### src/rtl/sorted_priority_queue_unit_assert.svh
// Assertion macros for the sorted priority queue unit.
// Used inside modules that have clk and an active-high synchronous rst.
`ifndef SORTED_PRIORITY_QUEUE_UNIT_ASSERT_SVH
`define SORTED_PRIORITY_QUEUE_UNIT_ASSERT_SVH

// Same-cycle implication, disabled during reset.
`define SPQ_ASSERT_NOW(lbl, ante, cons, msg) \
  lbl: assert property (@(posedge clk) disable iff (rst) (ante) |-> (cons)) else $error(msg);

// Next-cycle implication, disabled during reset.
`define SPQ_ASSERT_NEXT(lbl, ante, cons, msg) \
  lbl: assert property (@(posedge clk) disable iff (rst) (ante) |=> (cons)) else $error(msg);

`endif

### src/rtl/spq_pkg.sv
// Shared codes for the sorted priority queue unit.
// No dependencies.
package spq_pkg;

  typedef logic [1:0] status_t;

  localparam status_t ST_INSERTED = 2'd0;
  localparam status_t ST_REMOVED  = 2'd1;
  localparam status_t ST_EMPTY    = 2'd2;
  localparam status_t ST_FULL     = 2'd3;

  localparam logic OP_INSERT = 1'b0;
  localparam logic OP_REMOVE = 1'b1;

endpackage

### src/rtl/sorted_priority_queue_unit.sv
// Sorted priority queue: DEPTH entries in one memory, head at address 0.
// Depends on spq_pkg and sorted_priority_queue_unit_assert.svh.
// One transaction at a time, taken only while not busy; an empty remove or a full insert
// finishes without touching the memory. Walks move one entry per cycle over a memory with
// one write and one registered read port, using one comparator.
// The receiver cannot stall. Reset (rst, sync, high) empties the queue, memory kept.
`include "sorted_priority_queue_unit_assert.svh"

module sorted_priority_queue_unit #(
  parameter int DEPTH         = 16,
  parameter int PRIORITY_BITS = 16,
  parameter int ID_BITS       = 8
) (
  input  logic                           clk,
  input  logic                           rst,
  // request side
  input  logic                           start,
  output logic                           busy,
  input  logic                           operation,
  input  logic [PRIORITY_BITS-1:0]       priority_req,
  input  logic [ID_BITS-1:0]             client_id,
  // result side, one-cycle strobe
  output logic                           done,
  output spq_pkg::status_t               status,
  output logic [ID_BITS-1:0]             removed_id,
  output logic [PRIORITY_BITS-1:0]       removed_priority,
  output logic [$clog2(DEPTH+1)-1:0]     occupancy
);

  localparam int IDX_W = $clog2(DEPTH);
  localparam int CNT_W = $clog2(DEPTH + 1);

  // sequencer states
  localparam logic [2:0] S_IDLE  = 3'd0;  // wait for start
  localparam logic [2:0] S_INS   = 3'd1;  // walk from tail toward head, shifting up
  localparam logic [2:0] S_PLACE = 3'd2;  // drop new entry at cur
  localparam logic [2:0] S_HEAD  = 3'd3;  // head read data is back
  localparam logic [2:0] S_RM    = 3'd4;  // shift remaining entries down by one

  // entry store, one write and one registered read per cycle
  logic [PRIORITY_BITS-1:0] mem_prio [DEPTH];
  logic [ID_BITS-1:0]       mem_id   [DEPTH];
  logic [PRIORITY_BITS-1:0] rd_prio;
  logic [ID_BITS-1:0]       rd_id;

  logic [2:0]               state, state_next;
  logic [CNT_W-1:0]         count, count_next;
  logic [IDX_W-1:0]         cur, cur_next;
  logic [PRIORITY_BITS-1:0] req_prio;
  logic [ID_BITS-1:0]       req_id;
  logic [PRIORITY_BITS-1:0] head_prio;
  logic [ID_BITS-1:0]       head_id;

  logic                     fin;
  spq_pkg::status_t         fin_status;
  logic [PRIORITY_BITS-1:0] fin_rprio;
  logic [ID_BITS-1:0]       fin_rid;
  logic                     head_load;

  logic                     wr_en;
  logic [IDX_W-1:0]         wr_addr;
  logic [PRIORITY_BITS-1:0] wr_prio;
  logic [ID_BITS-1:0]       wr_id;
  logic                     rd_en;
  logic [IDX_W-1:0]         rd_addr;

  logic [CNT_W-1:0]         cnt_m1;
  logic [IDX_W-1:0]         last_idx;
  logic                     rd_higher;

  assign busy      = (state != S_IDLE);
  assign occupancy = count;
  assign cnt_m1    = count - CNT_W'(1);
  assign last_idx  = cnt_m1[IDX_W-1:0];
  // the shared comparator: does the entry under the cursor stay ahead of the new one
  assign rd_higher = (rd_prio > req_prio);

  always_comb begin
    state_next = state;
    count_next = count;
    cur_next   = cur;
    fin        = 1'b0;
    fin_status = spq_pkg::ST_INSERTED;
    fin_rprio  = '0;
    fin_rid    = '0;
    head_load  = 1'b0;
    wr_en      = 1'b0;
    wr_addr    = cur;
    wr_prio    = req_prio;
    wr_id      = req_id;
    rd_en      = 1'b0;
    rd_addr    = cur;
    case (state)
      S_IDLE: begin
        if (start) begin
          if (operation == spq_pkg::OP_REMOVE) begin
            if (count == '0) begin
              fin        = 1'b1;
              fin_status = spq_pkg::ST_EMPTY;
            end else begin
              rd_en      = 1'b1;
              rd_addr    = '0;
              cur_next   = '0;
              state_next = S_HEAD;
            end
          end else begin
            if (count == CNT_W'(DEPTH)) begin
              fin        = 1'b1;
              fin_status = spq_pkg::ST_FULL;
            end else if (count == '0) begin
              cur_next   = '0;
              state_next = S_PLACE;
            end else begin
              rd_en      = 1'b1;
              rd_addr    = last_idx;
              cur_next   = last_idx;
              state_next = S_INS;
            end
          end
        end
      end
      S_INS: begin
        wr_en   = 1'b1;
        wr_addr = cur + IDX_W'(1);
        if (rd_higher) begin
          // new entry lands right behind this one
          fin        = 1'b1;
          count_next = count + CNT_W'(1);
          state_next = S_IDLE;
        end else begin
          wr_prio = rd_prio;
          wr_id   = rd_id;
          if (cur == '0) begin
            state_next = S_PLACE;
          end else begin
            rd_en    = 1'b1;
            rd_addr  = cur - IDX_W'(1);
            cur_next = cur - IDX_W'(1);
          end
        end
      end
      S_PLACE: begin
        wr_en      = 1'b1;
        wr_addr    = cur;
        fin        = 1'b1;
        count_next = count + CNT_W'(1);
        state_next = S_IDLE;
      end
      S_HEAD: begin
        head_load = 1'b1;
        if (count == CNT_W'(1)) begin
          fin        = 1'b1;
          fin_status = spq_pkg::ST_REMOVED;
          fin_rprio  = rd_prio;
          fin_rid    = rd_id;
          count_next = cnt_m1;
          state_next = S_IDLE;
        end else begin
          rd_en      = 1'b1;
          rd_addr    = IDX_W'(1);
          cur_next   = IDX_W'(1);
          state_next = S_RM;
        end
      end
      S_RM: begin
        wr_en   = 1'b1;
        wr_addr = cur - IDX_W'(1);
        wr_prio = rd_prio;
        wr_id   = rd_id;
        if (cur == last_idx) begin
          fin        = 1'b1;
          fin_status = spq_pkg::ST_REMOVED;
          fin_rprio  = head_prio;
          fin_rid    = head_id;
          count_next = cnt_m1;
          state_next = S_IDLE;
        end else begin
          rd_en    = 1'b1;
          rd_addr  = cur + IDX_W'(1);
          cur_next = cur + IDX_W'(1);
        end
      end
      default: begin
        state_next = S_IDLE;
      end
    endcase
  end

  // control state
  always_ff @(posedge clk) begin
    if (rst) begin
      state <= S_IDLE;
      count <= '0;
      done  <= 1'b0;
    end else begin
      state <= state_next;
      count <= count_next;
      done  <= fin;
    end
  end

  // payload registers
  always_ff @(posedge clk) begin
    cur <= cur_next;
    if (start && !busy) begin
      req_prio <= priority_req;
      req_id   <= client_id;
    end
    if (head_load) begin
      head_prio <= rd_prio;
      head_id   <= rd_id;
    end
    if (fin) begin
      status           <= fin_status;
      removed_priority <= fin_rprio;
      removed_id       <= fin_rid;
    end
  end

  // entry memory
  always_ff @(posedge clk) begin
    if (wr_en) begin
      mem_prio[wr_addr] <= wr_prio;
      mem_id[wr_addr]   <= wr_id;
    end
    if (rd_en) begin
      rd_prio <= mem_prio[rd_addr];
      rd_id   <= mem_id[rd_addr];
    end
  end

  // checks
  `SPQ_ASSERT_NOW(a_count_bound, 1'b1, count <= CNT_W'(DEPTH), "entry count above depth")
  `SPQ_ASSERT_NEXT(a_accept_progress, start && !busy, busy || done, "accepted transaction lost")
  `SPQ_ASSERT_NOW(a_count_moves_on_done, count != $past(count), done, "count changed without result")
  `SPQ_ASSERT_NOW(a_zero_unless_removed, done && status != spq_pkg::ST_REMOVED, removed_id == '0 && removed_priority == '0, "removed fields not zero")
  `SPQ_ASSERT_NOW(a_no_walk_when_full, state == S_INS, count < CNT_W'(DEPTH), "insert walk on full store")

endmodule

### config.mk
export PLATFORM = sky130hd
export DESIGN_NAME = sorted_priority_queue_unit
export DESIGN_NICKNAME = d
export VERILOG_FILES = /design/src/rtl/spq_pkg.sv /design/src/rtl/sorted_priority_queue_unit.sv
export VERILOG_INCLUDE_DIRS = /design/src /design/src/rtl
export SDC_FILE = /design/constraint.sdc
export NUM_CORES = 1
export LEC_CHECK = 0
export BUFFER_PORTS_ARGS = -buffer_cell sky130_fd_sc_hd__clkbuf_2
export CORE_ASPECT_RATIO = 1.1
export CORE_UTILIZATION = 55
export CTS_CLUSTER_DIAMETER = 120
export DETAILED_ROUTE_END_ITERATION = 8
export GPL_TIMING_DRIVEN = 1
export PLACE_DENSITY = 0.72
export SLEW_MARGIN = 20
export SYNTH_ARGS = -nofsm -noshare
export SYNTH_HDL_FRONTEND = slang
export SYNTH_SLANG_ARGS = --single-unit
export TNS_END_PERCENT = 5
### constraint.sdc
create_clock -name clk -period 8.4 [get_ports clk]
set_input_delay 2.52 -clock clk [delete_from_list [all_inputs] [get_ports clk]]
set_output_delay 2.52 -clock clk [all_outputs]
set_load 0.01 [all_outputs]
==> impl_metrics.py <==
metrics = {
    "yosys": {
        "netlist.area_leader.share": 0.701,
        "dominantRegCellSynth": "edfxtp_1",
        "yosysTopAreaCell": "edfxtp_1",
        "async_flop_share": 0,
        "ys_ff_latch": 495,
        "syn_nets": 1389,
        "yosys_warnings": 0,
        "synth-edff-count": 486,
        "syn-instance-count": 1339,
        "synth_cell_types": 75,
        "ys_seq_area_frac": 0.709,
        "avgSynthCellArea_sq_um": 15.6,
        "syn_area_sq_mm": 0.0208,
        "synth_area_leaders": "edfxtp_1, mux2i_1, a2111oi_0",
    },
    "global_routing": {
        "gr-total-overflow": 0,
        "antenna_found_initial": 0,
        "grt_pass1_vias": 11920,
        "grt_pass1_wl_mm": 73.3,
        "grt_max_degree": 113,
        "track_usage": 0.255,
    },
    "routing": {
        "firstDrtPassIters": 5,
        "via_per_inst": 6.47,
        "num_vias": 12284,
        "ant_nets": 0,
        "drtIter0Drc": 1555,
        "post_drt_wl_per_cell_microns": 25.8,
        "drc_errors": 0,
        "wirelength_mm": 48.9,
    },
    "power": {
        "power.leakage_nw": 8.00,
        "p_per_area_mw_per_mm2": 412,
        "ir_worst_vdd_v": 0.000339,
        "p_total_mw": 9.49,
    },
    "clock_network": {
        "clock_sinks": 495,
        "cts_buffers": 47,
        "path_clk_slew_ns": 0.06,
        "clock_path_buffers": 3,
        "insertion_delay_ns": 0.57,
        "cts_tree": "done",
        "clockRootBuffer": "clkbuf_16",
        "cts.repair.resized": 0,
        "hold_buffers": 0,
        "htreeDepth": 2,
        "post-cts-setup-buffer-count": 0,
    },
    "floorplanning": {
        "fp.dieH_microns": 206,
        "fp-row-count": 74,
        "dieArea_sq_mm": 0.0387,
        "die_w_microns": 188,
        "io_pins": 61,
        "core_sq_mm": 0.0372,
        "start_util": 0.560,
    },
    "place": {
        "hpwl_mm": 25.4,
        "io_buffers": 60,
        "gp_congestion": 0.873,
    },
    "sta": {
        "rsz0062_at_grt": "no",
        "finalMaxSlewViolations": 0,
        "max-slew-margin-rel": 0.195,
        "fmax_mhz": 171,
        "period_share": 0.698,
        "max_slew.worst_pin.slew_ns": 1.20,
        "finalHoldViolCount": 0,
        "setup_viol": 0,
        "fin_crit_ns": 5.86,
        "tns_ns": 0,
        "clock_skew_ns": 0.0209,
    },
    "layout": {
        "final_common_cell": "edfxtp_1",
        "fin_nets": 1425,
        "antenna_cells": 0,
        "mostFrequentLayoutCells": "edfxtp_1, a211oi_1, and3_1, mux2i_1, a2111oi_0",
        "areaGrowthSynthToFinish_pct": 10.5,
        "final_layout_size_suffix_gt1_frac": 0.142,
    },
    "critical_path": {
        "cp_max_fo": 112,
        "crit_top_cell": "or4_1",
        "crit_slowest_cell": "or4_1",
        "cp-end-kind": "register",
        "worstSetupStartpointType": "input pin",
        "critPathArrivalTime_ns": 6.17,
        "critPathKind": "in2reg",
        "worst_ep_required_time_ns": 8.71,
        "crit_chain": "clkbuf_2, or3b_1, or4_1, o311ai_1, a21oi_1, o211ai_4, nand2_8, buf_12, a211oi_1, a2111oi_0, or4_1",
        "critPathTopFamily": "simple AND/OR/NAND/NOR gates",
        "slowest_delay_ns": 0.54,
        "cp_num_buf_inv": 2,
    },
    "worst_hold_path": {
        "holdCritPathClass": "reg2reg",
    },
    "outcome": {
        "status": "finished, final reports clean",
    },
    "job": {
        "cap_violations": 0,
    },
}
[metrics by stage]
stage	util	instance area, sq um	std cells	hold slack [ns]	setup slack (ns)
6_report	0.618	23000	1899	0.480	2.54
5_1_grt	0.618	23000	1899	0.508	2.27
4_1_cts	0.616	22900	1896	0.484	2.63
3_5_place_dp	0.580	21600	1817	0.462	2.02
3_3_place_gp	0.580	21600	1817	0.455	2.10
2_1_floorplan	-	20800	1339	0.445	2.38
[synthesized netlist by cell type, types with 4 or more instances]
library cell and count:
a31oi_1 6, a211oi_1 99, nand3_1 6, or4_1 25, clkbuf_1 56, a21oi_1 21, and3_1 98, buf_4 9
xnor2_1 9, nor3_1 9, inv_1 24, a22o_1 24, edfxtp_1 486, a32oi_1 5, mux2i_1 98, or3_1 7
buf_6 8, dfxtp_1 9, nor2b_1 6, buf_2 31, nand2_1 37, ha_1 22, xor2_1 4, o211ai_1 4
nor2_1 43, a2111oi_0 96, mux2_2 9, o21ai_0 24
[kinds of logic after synthesis]
family | share of synthesized area
AO/OA/AOI/OAI | 0.118
XOR/XNOR | 0.00733
adder cells (fa/ha/maj) | 0.0132
buffers and inverters | 0.0308
flip-flops | 0.709
multiplexers | 0.0520
AND/OR/NAND/NOR | 0.0696
[layout make-up]
| cell class | instances | area [sq um] |
|---|---|---|
| fillers | 2686 | 14200 |
| clock buffers | 58 | 1220 |
| clock inverters | 21 | 116 |
| flip-flops and latches | 495 | 14800 |
| repair buffers | 96 | 643 |
| inverters | 25 | 93.8 |
| multi-input cells | 710 | 5550 |
| well taps | 494 | 618 |
[worst paths after layout]
path / start / to / slack (ns) / depth (start not counted)
setup reg to reg: rd_prio[15] / rd_prio[9] / 2.99 / 11
hold reg to reg: rd_id[0] / head_id[0] / 0.48 / 0
setup / recovery: operation / rd_prio[0] / 2.54 / 11
hold / removal: rd_id[0] / head_id[0] / 0.48 / 0
[per-layer routing]
metal / wire (microns) / share of wire / track usage
met5: 0 / 0 / 0
met4: 1140 / 0.023 / 0.0816
met3: 3930 / 0.080 / 0.0358
met2: 23600 / 0.48 / 0.419
met1: 20300 / 0.41 / 0.353
[state kept, by name (all words and copies together) (netlist names)]
name              count
removed_id            8
occupancy             5
req_prio             16
head_prio            16
head_id               8
rd_prio              16
status                2
req_id                8
rd_id                 8
removed_priority     16
cur                   4
state                 3
mem_id              128
done                  1
mem_prio            256
[power breakdown]
group / switching (mW) / internal [mW]
combinational: 2.63 / 1.25
clock: 0.865 / 1.03
sequential: 0.231 / 3.48
total: 3.73 / 5.77
[worst register-to-register path: cells and delay by family, from the launching register on]
| kind | cells | cell delay (ns) |
|---|---|---|
| AO/OA/AOI/OAI | 5 | 2.27 |
| AND/OR/NAND/NOR | 4 | 1.47 |
| buffers and inverters | 1 | 0.52 |
| flip-flops | 1 | 0.51 |
| adder cells (fa/ha/maj) | 1 | 0.37 |
Note: power is estimated with default switching activity, not from simulation.
